--- src/rtl/ehp_pkg.sv ---
// ethernet header parser package: frame record types, codes and constants
// used by the front and back modules and the top level; no dependencies
`default_nettype none

package ehp_pkg;

    localparam logic [15:0] LLC_LIMIT  = 16'd1500;
    localparam logic [15:0] TYPE_IPV4  = 16'h0800;
    localparam logic [15:0] TYPE_ARP   = 16'h0806;

    localparam logic [7:0]  PROTO_ICMP = 8'd1;
    localparam logic [7:0]  PROTO_TCP  = 8'd6;
    localparam logic [7:0]  PROTO_UDP  = 8'd17;
    localparam logic [7:0]  URG_MASK   = 8'h20;

    localparam logic [7:0]  ETH_BYTES  = 8'd14;
    localparam logic [7:0]  LLC_BYTES  = 8'd17;
    localparam logic [7:0]  ARP_BYTES  = 8'd42;
    localparam logic [7:0]  IPV4_BYTES = 8'd34;
    localparam logic [7:0]  UDP_BYTES  = 8'd8;
    localparam logic [5:0]  TCP_MIN    = 6'd20;
    localparam logic [15:0] SUM_ALL_ONES = 16'hffff;

    localparam logic [1:0]  KIND_LLC   = 2'd0;
    localparam logic [1:0]  KIND_IPV4  = 2'd1;
    localparam logic [1:0]  KIND_ARP   = 2'd2;
    localparam logic [1:0]  KIND_OTHER = 2'd3;

    localparam logic [1:0]  TCLASS_ICMP = 2'd0;
    localparam logic [1:0]  TCLASS_TCP  = 2'd1;
    localparam logic [1:0]  TCLASS_UDP  = 2'd2;
    localparam logic [1:0]  TCLASS_NONE = 2'd3;

    localparam logic [1:0]  LLC_FMT_I  = 2'd0;
    localparam logic [1:0]  LLC_FMT_S  = 2'd1;
    localparam logic [1:0]  LLC_FMT_U  = 2'd2;

    localparam logic [1:0]  CTL_S_BITS = 2'b01;
    localparam logic [1:0]  CTL_U_BITS = 2'b11;

    localparam int unsigned OUT_DATA_W = 80;

    // captured header state of one frame, handed from front to back
    typedef struct packed {
        logic [7:0]  len;
        logic [15:0] type_word;
        logic [5:0]  ip_hl;
        logic [7:0]  proto;
        logic [15:0] src_port;
        logic [15:0] dst_port;
        logic [5:0]  tcp_hl;
        logic [15:0] tcp_sum;
        logic [15:0] addr_sum;
        logic [7:0]  ctl;
        logic        urg;
    } t_frame_rec;

    typedef struct packed {
        logic [1:0]  kind;
        logic [15:0] type_word;
        logic        trunc;
        logic [7:0]  proto;
        logic [5:0]  ip_hl;
        logic [15:0] src_port;
        logic [15:0] dst_port;
        logic [5:0]  tcp_hl;
        logic [15:0] part_sum;
        logic [15:0] tcp_sum;
        logic [7:0]  ctl;
        logic        urg;
    } t_stage_rec;

    typedef struct packed {
        logic [1:0]  frame_kind;
        logic [15:0] type_or_length;
        logic [7:0]  ip_protocol;
        logic [5:0]  ip_header_bytes;
        logic [1:0]  transport_class;
        logic [15:0] source_port;
        logic [15:0] destination_port;
        logic        tcp_checksum_good;
        logic        tcp_urgent;
        logic [1:0]  llc_format;
        logic [6:0]  llc_code;
        logic        truncated;
    } t_result;

    function automatic logic [15:0] oc_add(input logic [15:0] a, input logic [15:0] w);
        logic [16:0] s;
        s = {1'b0, a} + {1'b0, w};
        return s[15:0] + {15'd0, s[16]};
    endfunction

endpackage

`default_nettype wire

--- src/rtl/ehp_front.sv ---
// byte capture front end: counts bytes, latches header fields and runs the
// ones-complement sums; emits one frame record on the last beat; uses ehp_pkg
`default_nettype none

module ehp_front #(
    parameter int unsigned MAX_FRAME_BYTES = 2048
) (
    input  wire                     i_clk,
    input  wire                     i_rst_n,
    input  wire                     i_valid,
    output logic                    o_ready,
    input  wire  [7:0]              i_byte,
    input  wire                     i_last,
    output logic                    o_rec_valid,
    input  wire                     i_rec_ready,
    output ehp_pkg::t_frame_rec     o_rec
);

    localparam int unsigned PW = $clog2(MAX_FRAME_BYTES + 1);
    localparam int unsigned LW = (PW > 8) ? PW : 8;

    logic [PW-1:0] r_pos,    n_pos;
    logic [15:0]   r_type,   n_type;
    logic [5:0]    r_hl,     n_hl;
    logic [7:0]    r_proto,  n_proto;
    logic [15:0]   r_sp,     n_sp;
    logic [15:0]   r_dp,     n_dp;
    logic [5:0]    r_tcp_hl, n_tcp_hl;
    logic [15:0]   r_sum,    n_sum;
    logic [15:0]   r_addr,   n_addr;
    logic [7:0]    r_pend,   n_pend;
    logic [7:0]    r_ctl,    n_ctl;
    logic          r_urg,    n_urg;

    logic          accept;
    logic          push;
    logic          take;
    logic [6:0]    t0;
    logic [PW-1:0] rel;
    logic [LW-1:0] pos_w;

    assign o_ready     = i_rec_ready;
    assign accept      = i_valid && o_ready;
    assign push        = accept && i_last;
    assign o_rec_valid = push;
    assign take        = r_pos < PW'(MAX_FRAME_BYTES);

    always_comb begin
        n_pos    = r_pos;
        n_type   = r_type;
        n_hl     = r_hl;
        n_proto  = r_proto;
        n_sp     = r_sp;
        n_dp     = r_dp;
        n_tcp_hl = r_tcp_hl;
        n_sum    = r_sum;
        n_addr   = r_addr;
        n_pend   = r_pend;
        n_ctl    = r_ctl;
        n_urg    = r_urg;
        t0       = '0;
        rel      = '0;
        if (take) begin
            if (r_pos == PW'(12)) n_type = {i_byte, 8'h00};
            if (r_pos == PW'(13)) n_type = r_type | {8'h00, i_byte};
            if (r_pos >= PW'(14)) begin
                if (r_type < ehp_pkg::LLC_LIMIT) begin
                    if (r_pos == PW'(16)) n_ctl = i_byte;
                end else if (r_type == ehp_pkg::TYPE_IPV4) begin
                    if (r_pos == PW'(14)) n_hl = {i_byte[3:0], 2'b00};
                    if (r_pos == PW'(23)) n_proto = i_byte;
                    if (!r_pos[0]) begin
                        n_pend = i_byte;
                    end else if (r_pos >= PW'(26) && r_pos <= PW'(33)) begin
                        n_addr = ehp_pkg::oc_add(r_addr, {r_pend, i_byte});
                    end
                    t0 = 7'd14 + {1'b0, n_hl};
                    if (r_pos >= PW'(t0)) begin
                        rel = r_pos - PW'(t0);
                        if (rel == PW'(0))  n_sp = {i_byte, 8'h00};
                        if (rel == PW'(1))  n_sp = r_sp | {8'h00, i_byte};
                        if (rel == PW'(2))  n_dp = {i_byte, 8'h00};
                        if (rel == PW'(3))  n_dp = r_dp | {8'h00, i_byte};
                        if (rel == PW'(12)) n_tcp_hl = {i_byte[7:4], 2'b00};
                        if (rel == PW'(13)) n_urg = |(i_byte & ehp_pkg::URG_MASK);
                        if (rel[0] && (rel < PW'(20) || rel < PW'(n_tcp_hl))) begin
                            n_sum = ehp_pkg::oc_add(r_sum, {r_pend, i_byte});
                        end
                    end
                end
            end
            n_pos = r_pos + PW'(1);
        end
    end

    assign pos_w = LW'(n_pos);

    always_comb begin
        o_rec.len       = (pos_w > LW'(255)) ? 8'hff : pos_w[7:0];
        o_rec.type_word = n_type;
        o_rec.ip_hl     = n_hl;
        o_rec.proto     = n_proto;
        o_rec.src_port  = n_sp;
        o_rec.dst_port  = n_dp;
        o_rec.tcp_hl    = n_tcp_hl;
        o_rec.tcp_sum   = n_sum;
        o_rec.addr_sum  = n_addr;
        o_rec.ctl       = n_ctl;
        o_rec.urg       = n_urg;
    end

    always_ff @(posedge i_clk) begin
        if (!i_rst_n || push) begin
            r_pos    <= '0;
            r_type   <= '0;
            r_hl     <= '0;
            r_proto  <= '0;
            r_sp     <= '0;
            r_dp     <= '0;
            r_tcp_hl <= '0;
            r_sum    <= '0;
            r_addr   <= '0;
            r_pend   <= '0;
            r_ctl    <= '0;
            r_urg    <= 1'b0;
        end else if (accept) begin
            r_pos    <= n_pos;
            r_type   <= n_type;
            r_hl     <= n_hl;
            r_proto  <= n_proto;
            r_sp     <= n_sp;
            r_dp     <= n_dp;
            r_tcp_hl <= n_tcp_hl;
            r_sum    <= n_sum;
            r_addr   <= n_addr;
            r_pend   <= n_pend;
            r_ctl    <= n_ctl;
            r_urg    <= n_urg;
        end
    end

    a_pos_bound: assert property (@(posedge i_clk) disable iff (!i_rst_n)
        r_pos <= PW'(MAX_FRAME_BYTES))
        else $error("byte count past frame limit");

    a_pos_clear: assert property (@(posedge i_clk) disable iff (!i_rst_n)
        push |=> r_pos == '0)
        else $error("byte count not cleared after last beat");

    a_hl_fixed: assert property (@(posedge i_clk) disable iff (!i_rst_n)
        (accept && !push && r_pos > PW'(14)) |=> $stable(r_hl))
        else $error("ip header length changed after its byte");

endmodule

`default_nettype wire

--- src/rtl/ehp_queue.sv ---
// short register fifo of frame records between front and back
// generic width; no package dependency
`default_nettype none

module ehp_queue #(
    parameter int unsigned WIDTH = 8,
    parameter int unsigned DEPTH = 2
) (
    input  wire              i_clk,
    input  wire              i_rst_n,
    input  wire              i_push,
    output logic             o_not_full,
    input  wire  [WIDTH-1:0] i_data,
    output logic             o_not_empty,
    input  wire              i_pop,
    output logic [WIDTH-1:0] o_data
);

    localparam int unsigned AW = (DEPTH > 1) ? $clog2(DEPTH) : 1;
    localparam int unsigned CW = $clog2(DEPTH + 1);

    logic [WIDTH-1:0] r_mem [DEPTH];
    logic [AW-1:0]    r_wr;
    logic [AW-1:0]    r_rd;
    logic [CW-1:0]    r_count;
    logic             wr_en;
    logic             rd_en;

    assign o_not_full  = r_count != CW'(DEPTH);
    assign o_not_empty = r_count != '0;
    assign wr_en       = i_push && o_not_full;
    assign rd_en       = i_pop && o_not_empty;
    assign o_data      = r_mem[r_rd];

    always_ff @(posedge i_clk) begin
        if (wr_en) begin
            r_mem[r_wr] <= i_data;
        end
    end

    always_ff @(posedge i_clk) begin
        if (!i_rst_n) begin
            r_wr    <= '0;
            r_rd    <= '0;
            r_count <= '0;
        end else begin
            if (wr_en) begin
                r_wr <= (r_wr == AW'(DEPTH - 1)) ? '0 : r_wr + AW'(1);
            end
            if (rd_en) begin
                r_rd <= (r_rd == AW'(DEPTH - 1)) ? '0 : r_rd + AW'(1);
            end
            if (wr_en && !rd_en) begin
                r_count <= r_count + CW'(1);
            end else if (rd_en && !wr_en) begin
                r_count <= r_count - CW'(1);
            end
        end
    end

    a_count_bound: assert property (@(posedge i_clk) disable iff (!i_rst_n)
        r_count <= CW'(DEPTH))
        else $error("queue count overflow");

    a_no_lost_push: assert property (@(posedge i_clk) disable iff (!i_rst_n)
        i_push |-> o_not_full)
        else $error("record pushed into full queue");

    a_count_track: assert property (@(posedge i_clk) disable iff (!i_rst_n)
        (wr_en && !rd_en) |=> r_count == $past(r_count) + CW'(1))
        else $error("queue count did not follow a push");

endmodule

`default_nettype wire

--- src/rtl/ehp_back.sv ---
// back end: classifies a frame record, checks lengths, completes the tcp
// checksum and formats the summary; two registered stages; uses ehp_pkg
`default_nettype none

module ehp_back (
    input  wire                  i_clk,
    input  wire                  i_rst_n,
    input  wire                  i_valid,
    output logic                 o_ready,
    input  ehp_pkg::t_frame_rec  i_rec,
    output logic                 o_valid,
    input  wire                  i_ready,
    output ehp_pkg::t_result     o_res
);

    ehp_pkg::t_stage_rec r_st, n_st;
    ehp_pkg::t_result    r_res, n_res;
    logic                r_v1;
    logic                r_v2;
    logic                ready1;
    logic                ready2;
    logic [7:0]          ip_end;
    logic [7:0]          tcp_len;
    logic [7:0]          need;
    logic [15:0]         full_sum;

    assign ready2  = !r_v2 || i_ready;
    assign ready1  = !r_v1 || ready2;
    assign o_ready = ready1;
    assign o_valid = r_v2;
    assign o_res   = r_res;

    // stage one: kind, length check, partial checksum
    always_comb begin
        ip_end  = ehp_pkg::ETH_BYTES + {2'b00, i_rec.ip_hl};
        tcp_len = (i_rec.tcp_hl < ehp_pkg::TCP_MIN) ? {2'b00, ehp_pkg::TCP_MIN}
                                                    : {2'b00, i_rec.tcp_hl};
        need    = (ip_end > ehp_pkg::IPV4_BYTES) ? ip_end : ehp_pkg::IPV4_BYTES;
        if (i_rec.proto == ehp_pkg::PROTO_TCP) begin
            if (ip_end + tcp_len > need) need = ip_end + tcp_len;
        end else if (i_rec.proto == ehp_pkg::PROTO_UDP) begin
            if (ip_end + ehp_pkg::UDP_BYTES > need) need = ip_end + ehp_pkg::UDP_BYTES;
        end

        n_st.type_word = i_rec.type_word;
        n_st.proto     = i_rec.proto;
        n_st.ip_hl     = i_rec.ip_hl;
        n_st.src_port  = i_rec.src_port;
        n_st.dst_port  = i_rec.dst_port;
        n_st.tcp_hl    = i_rec.tcp_hl;
        n_st.tcp_sum   = i_rec.tcp_sum;
        n_st.ctl       = i_rec.ctl;
        n_st.urg       = i_rec.urg;
        n_st.part_sum  = ehp_pkg::oc_add(
            ehp_pkg::oc_add(i_rec.addr_sum, {8'h00, ehp_pkg::PROTO_TCP}),
            {10'd0, i_rec.tcp_hl});

        priority if (i_rec.type_word < ehp_pkg::LLC_LIMIT) begin
            n_st.kind = ehp_pkg::KIND_LLC;
        end else if (i_rec.type_word == ehp_pkg::TYPE_IPV4) begin
            n_st.kind = ehp_pkg::KIND_IPV4;
        end else if (i_rec.type_word == ehp_pkg::TYPE_ARP) begin
            n_st.kind = ehp_pkg::KIND_ARP;
        end else begin
            n_st.kind = ehp_pkg::KIND_OTHER;
        end

        unique case (n_st.kind)
            ehp_pkg::KIND_LLC:  n_st.trunc = i_rec.len < ehp_pkg::LLC_BYTES;
            ehp_pkg::KIND_IPV4: n_st.trunc = i_rec.len < need;
            ehp_pkg::KIND_ARP:  n_st.trunc = i_rec.len < ehp_pkg::ARP_BYTES;
            default:            n_st.trunc = 1'b0;
        endcase

        // runt frame
        if (i_rec.len < ehp_pkg::ETH_BYTES) begin
            n_st.kind      = ehp_pkg::KIND_OTHER;
            n_st.type_word = '0;
            n_st.trunc     = 1'b1;
        end
    end

    // stage two: final sum and field formatting
    assign full_sum = ehp_pkg::oc_add(r_st.part_sum, r_st.tcp_sum);

    always_comb begin
        n_res                   = '0;
        n_res.frame_kind        = r_st.kind;
        n_res.type_or_length    = r_st.type_word;
        n_res.transport_class   = ehp_pkg::TCLASS_NONE;
        n_res.truncated         = r_st.trunc;
        if (!r_st.trunc) begin
            if (r_st.kind == ehp_pkg::KIND_LLC) begin
                unique case (r_st.ctl[1:0])
                    ehp_pkg::CTL_S_BITS: begin
                        n_res.llc_format = ehp_pkg::LLC_FMT_S;
                        n_res.llc_code   = {5'd0, r_st.ctl[3:2]};
                    end
                    ehp_pkg::CTL_U_BITS: begin
                        n_res.llc_format = ehp_pkg::LLC_FMT_U;
                        n_res.llc_code   = {2'd0, r_st.ctl[7:5], r_st.ctl[3:2]};
                    end
                    default: begin
                        n_res.llc_format = ehp_pkg::LLC_FMT_I;
                        n_res.llc_code   = r_st.ctl[7:1];
                    end
                endcase
            end else if (r_st.kind == ehp_pkg::KIND_IPV4) begin
                n_res.ip_protocol     = r_st.proto;
                n_res.ip_header_bytes = r_st.ip_hl;
                if (r_st.proto == ehp_pkg::PROTO_ICMP) begin
                    n_res.transport_class = ehp_pkg::TCLASS_ICMP;
                end else if (r_st.proto == ehp_pkg::PROTO_TCP) begin
                    n_res.transport_class   = ehp_pkg::TCLASS_TCP;
                    n_res.source_port       = r_st.src_port;
                    n_res.destination_port  = r_st.dst_port;
                    n_res.tcp_urgent        = r_st.urg;
                    n_res.tcp_checksum_good = (full_sum == ehp_pkg::SUM_ALL_ONES) &&
                                              (r_st.tcp_hl >= ehp_pkg::TCP_MIN);
                end else if (r_st.proto == ehp_pkg::PROTO_UDP) begin
                    n_res.transport_class  = ehp_pkg::TCLASS_UDP;
                    n_res.source_port      = r_st.src_port;
                    n_res.destination_port = r_st.dst_port;
                end
            end
        end
    end

    always_ff @(posedge i_clk) begin
        if (ready1) begin
            r_st <= n_st;
        end
        if (ready2) begin
            r_res <= n_res;
        end
    end

    always_ff @(posedge i_clk) begin
        if (!i_rst_n) begin
            r_v1 <= 1'b0;
            r_v2 <= 1'b0;
        end else begin
            if (ready1) r_v1 <= i_valid;
            if (ready2) r_v2 <= r_v1;
        end
    end

    a_trunc_clean: assert property (@(posedge i_clk) disable iff (!i_rst_n)
        (r_v2 && r_res.truncated) |-> (r_res.transport_class == ehp_pkg::TCLASS_NONE &&
            r_res.source_port == '0 && r_res.ip_protocol == '0))
        else $error("truncated summary carries header fields");

    a_good_is_tcp: assert property (@(posedge i_clk) disable iff (!i_rst_n)
        (r_v2 && r_res.tcp_checksum_good) |-> r_res.transport_class == ehp_pkg::TCLASS_TCP)
        else $error("checksum flag on a non tcp frame");

    a_llc_only: assert property (@(posedge i_clk) disable iff (!i_rst_n)
        (r_v2 && r_res.frame_kind != ehp_pkg::KIND_LLC) |-> r_res.llc_code == '0)
        else $error("llc code on a non llc frame");

    a_stage_move: assert property (@(posedge i_clk) disable iff (!i_rst_n)
        (r_v1 && ready2) |=> r_v2)
        else $error("stage one summary lost");

endmodule

`default_nettype wire

--- src/rtl/ethernet_header_parser_core.sv ---
// Ethernet header parser top level: takes one frame byte per beat (up to one per
// clock, no gaps needed between frames) and gives one summary beat per frame. The
// byte front end updates its counter, field latches and 16-bit ones-complement
// sums on each accepted byte; on the last byte it writes a frame record into a
// two-entry queue, and the back end turns that record into a summary through two
// register stages, the stage record and then the result register. The back end
// drains one record per clock, so back-to-back one-byte frames run at full rate
// while the output is taken; a stalled output fills the queue and then holds off
// the byte input. Bytes past MAX_FRAME_BYTES are ignored.
// depends on ehp_pkg, ehp_front, ehp_queue and ehp_back
`default_nettype none

module ethernet_header_parser_core #(
    parameter int unsigned MAX_FRAME_BYTES = 2048
) (
    input  wire         i_clk,
    input  wire         i_rst_n,
    input  wire         s_axis_tvalid,
    output logic        s_axis_tready,
    input  wire  [7:0]  s_axis_tdata,   // data_byte
    input  wire         s_axis_tlast,
    output logic        m_axis_tvalid,
    input  wire         m_axis_tready,
    // type_or_length[15:0], ip_protocol[23:16], ip_header_bytes[29:24],
    // transport_class[31:30], source_port[47:32], destination_port[63:48],
    // tcp_checksum_good[64], tcp_urgent[65], llc_format[67:66],
    // llc_code[74:68], truncated[75], zero fill[79:76]
    output logic [ehp_pkg::OUT_DATA_W-1:0] m_axis_tdata,
    output logic [1:0]  m_axis_tuser    // frame_kind
);

    localparam int unsigned REC_W = $bits(ehp_pkg::t_frame_rec);

    ehp_pkg::t_frame_rec front_rec;
    ehp_pkg::t_frame_rec back_rec;
    ehp_pkg::t_result    res;
    logic                rec_valid;
    logic                q_not_full;
    logic                q_not_empty;
    logic                back_ready;
    logic [REC_W-1:0]    q_out;

    ehp_front #(
        .MAX_FRAME_BYTES(MAX_FRAME_BYTES)
    ) u_front (
        .i_clk       (i_clk),
        .i_rst_n     (i_rst_n),
        .i_valid     (s_axis_tvalid),
        .o_ready     (s_axis_tready),
        .i_byte      (s_axis_tdata),
        .i_last      (s_axis_tlast),
        .o_rec_valid (rec_valid),
        .i_rec_ready (q_not_full),
        .o_rec       (front_rec)
    );

    ehp_queue #(
        .WIDTH(REC_W),
        .DEPTH(2)
    ) u_queue (
        .i_clk       (i_clk),
        .i_rst_n     (i_rst_n),
        .i_push      (rec_valid),
        .o_not_full  (q_not_full),
        .i_data      (front_rec),
        .o_not_empty (q_not_empty),
        .i_pop       (back_ready),
        .o_data      (q_out)
    );

    assign back_rec = q_out;

    ehp_back u_back (
        .i_clk   (i_clk),
        .i_rst_n (i_rst_n),
        .i_valid (q_not_empty),
        .o_ready (back_ready),
        .i_rec   (back_rec),
        .o_valid (m_axis_tvalid),
        .i_ready (m_axis_tready),
        .o_res   (res)
    );

    assign m_axis_tuser = res.frame_kind;
    assign m_axis_tdata = {4'd0, res.truncated, res.llc_code, res.llc_format,
                           res.tcp_urgent, res.tcp_checksum_good,
                           res.destination_port, res.source_port,
                           res.transport_class, res.ip_header_bytes,
                           res.ip_protocol, res.type_or_length};

endmodule

`default_nettype wire
--- config.mk ---
export PLATFORM = sky130hd
export DESIGN_NAME = ethernet_header_parser_core
export DESIGN_NICKNAME = d
export VERILOG_FILES = /design/src/rtl/ehp_pkg.sv /design/src/rtl/ehp_front.sv /design/src/rtl/ehp_queue.sv /design/src/rtl/ehp_back.sv /design/src/rtl/ethernet_header_parser_core.sv
export SDC_FILE = /design/constraint.sdc
export NUM_CORES = 1
export LEC_CHECK = 0
export BUFFER_PORTS_ARGS = -buffer_cell sky130_fd_sc_hd__buf_4
export CORE_UTILIZATION = 30
export CTS_CLUSTER_DIAMETER = 200
export DETAILED_ROUTE_END_ITERATION = 10
export MAX_ROUTING_LAYER = met4
export PLACE_DENSITY_LB_ADDON = 0.08
export SLEW_MARGIN = 20
export SYNTH_ARGS = -nofsm -noshare
export SYNTH_HDL_FRONTEND = slang
export SYNTH_SLANG_ARGS = --single-unit
--- constraint.sdc ---
create_clock -name i_clk -period 15.36 [get_ports i_clk]
set_clock_uncertainty 0.2 [all_clocks]
set_input_delay 0 -clock i_clk [delete_from_list [all_inputs] [get_ports i_clk]]
set_output_delay 0 -clock i_clk [all_outputs]
set_load 0.02 [all_outputs]
==> flow_summary.toml <==
[critical_path]
arrival_ns = 8.62
worstRegToRegCells = 32
crit_path_top_delay_cell = "dfxtp_4"
critPathLaunchType = "flip-flop"
worst-path-max-fanout = 51
end_kind = "flip-flop"
critical_path_class = "reg2reg"
cp_common_cell = "ha_1"
cp_data_required_time_ns = 15.50
crit_path_max_incr_delay_ns = 0.80

[yosys]
synthArstFlopShare = 0
synth_top_cells_by_area = "edfxtp_1 46%, dfxtp_1 9.9%, mux2_2 5.8%"
ys_warn_count = 0
syn_area_um2 = 27400
ys.flop_type = "edfxtp_1"
synthCells = 2336
synth_seq_cells = 558
synth_cell_types = 84
synth_top_area_frac = 0.462
syn_avg_cell_area_um2 = 11.7
yosysSeqAreaShare = 0.562
synth_top_area_cell = "edfxtp_1"
synth-edff-count = 422

[route]
dr_total_vias = 17900
drt_iter0_drc = 961
drc = 0
ant_nets = 0
wl_per_cell_um = 19.3
avgViaCountPerCell = 4.87
drt-pass1-iter-count = 5
wl_mm = 70.9

[sta]
slew_headroom = 0.286
finalMaxSlewViolations = 0
fin_crit_sh = 0.553
finalSetupTns_ns = 0
tightest_slew_ns = 1.06
rsz0062_at_grt = "no"
setup_viol = 0
holdWs_ns = 0.0999
fmax_mhz = 118
min_period_ns = 8.49
hold_viol = 0

[pwr]
irDropWorstVdd_v = 0.0000637
p_per_area_nw_per_um2 = 149
leakage_nw = 11.8

[floorplanning]
fp.coreArea_um2 = 90300
num_rows = 110
die_x_um = 304
die_height_um = 304
initial_core_util = 0.304
dieArea_um2 = 92600
num_io_pins = 97

[cells_and_area]
antennaDiodeCount = 0
layout_common_cells = "422 x edfxtp_1, 236 x nor2_1, 153 x nand2_1"
final_nets = 2572
final_common_cell = "edfxtp_1"
area_growth_pct = 15.8
fin_area_um2 = 31700
drive_gt1_frac = 0.161
fin_util = 0.351

[placement]
gp_congestion = 0.856
place_area_um2 = 29400
portBuffers = 92
hpwlAfterDp_mm = 47.5

[clocking]
cts_max_level = 3
clockBufferDepth = 3
clock-sinks = 558
path_clk_slew_ns = 0.06
cts-root-buf = "clkbuf_16"
numCtsBuffers = 68
cts_tree = "built"
insertion_delay_ns = 0.63

[global_route]
grt_overflow_total = 0
grt_usage = 0.158
grt_pass1_vias = 18300
grt_max_degree = 72
antenna_found_initial = 1
grt_pass1_wl_mm = 110

[hold_path]
hold_depth = 4
hold_class = "in2reg"

[run_status]
outcome = "complete, no violations"

[job]
drv_cap = 0
## cell type report
cell class	instances	area, µm²
clock buffers	96	1900
clock inverters	29	284
fillers	8958	58600
inverters	61	231
multi-input cells	1625	11500
flip-flops and latches	558	15400
well taps	1176	1470
repair buffers	128	991
## synthesized netlist by cell type, types with 6 or more instances
cell,number
mux2i_1,83
buf_2,7
or2_2,9
ha_1,111
o21a_1,23
xor2_1,60
inv_1,61
o21ai_0,66
a22oi_1,13
nor2b_1,31
nand4_1,17
nor4_1,23
a21o_1,20
nand3_1,51
a211oi_1,12
o21bai_1,16
and2_1,68
fa_1,6
a31oi_1,17
nand2_1,156
nor3_1,68
clkbuf_1,68
a21boi_0,8
nor2_1,238
nand3b_1,9
or3_1,18
or4_1,7
edfxtp_1,422
xnor2_1,94
buf_1,12
and3_1,12
nor3b_1,10
mux2_2,142
a21oi_1,126
dfxtp_1,136
nand2b_1,20
## report_power, final
part	switching, mW	leakage [nW]	internal (mW)
logic	0.718	5.40	0.493
clock network	0.650	1.06	0.907
registers	0.104	5.36	1.86
total	1.47	11.8	3.26
## critical path, delay by kind of cell, from the launching register on
kind | cells | cell delay (ns)
AND/OR/NAND/NOR | 15 | 3.35
XOR/XNOR | 1 | 0.09
buffers and inverters | 2 | 0.68
AO/OA/AOI/OAI | 9 | 1.89
flip-flops | 1 | 0.80
adder cells (fa/ha/maj) | 4 | 0.94
multiplexers | 1 | 0.23
## layer usage
layer | vias up | global-route usage | routed length, µm
li1 | 8750 | - | -
met1 | 8790 | 0.209 | 34200
met2 | 248 | 0.251 | 33100
met3 | 83 | 0.0217 | 2220
met4 | 0 | 0.0452 | 1330
met5 | - | - | 0
## what timing repair did
item	4_1_cts	5_1_grt
resized for setup	0	0
buffers inserted	0	0
hold endpoints to repair	250	0
setup endpoints to repair	0	0
hold buffers	12	0
## metrics by stage
| stage | setup WS (ns) | total power, mW | instances |
|---|---|---|---|
| after global routing | 5.99 | 5.02 | 3673 |
| after detailed placement | 6.71 | 3.23 | 3536 |
| after floorplan | 7.27 | 2.85 | 2339 |
| final | 6.87 | 4.73 | 3673 |
| after global placement | 6.83 | 3.21 | 3536 |
| after CTS | 6.68 | 4.82 | 3673 |
## state kept, by name, summed over array words and instances, names as in the netlist, 8 cells and up, named ones only
register         flops
u_back.n_res        19
u_back.o_res        78
u_back.r_st         91
u_front.r_addr      16
u_front.r_ctl        8
u_front.r_dp        16
u_front.r_pend       8
u_front.r_pos       12
u_front.r_proto      8
u_front.r_sp        16
u_front.r_sum       16
u_front.r_type      16
u_queue.r_mem      234
## path summary, 6_finish.rpt
path	startpoint	end	slack [ns]
hold reg to reg	u_back.n_res[66]	u_back.o_res[66]	0.22
hold / removal	s_axis_tvalid	u_front.r_hl[5]	0.1
setup / recovery	flip-flop	u_back.r_st[40]	6.87
setup reg to reg	flip-flop	u_back.r_st[40]	6.87
## cell families (layout without fill, tap and decap cells)
kind of cell	after synthesis	after routing	synth area share
compound gates	362	362	0.0843
xor+xnor	154	154	0.0492
fa+ha+maj	117	117	0.0551
buf+inv	156	314	0.0233
flops	558	558	0.562
mux	227	227	0.0897
other cells	1	4	0.000137
simple gates	761	761	0.137
Note: power is estimated with default switching activity, not from simulation.
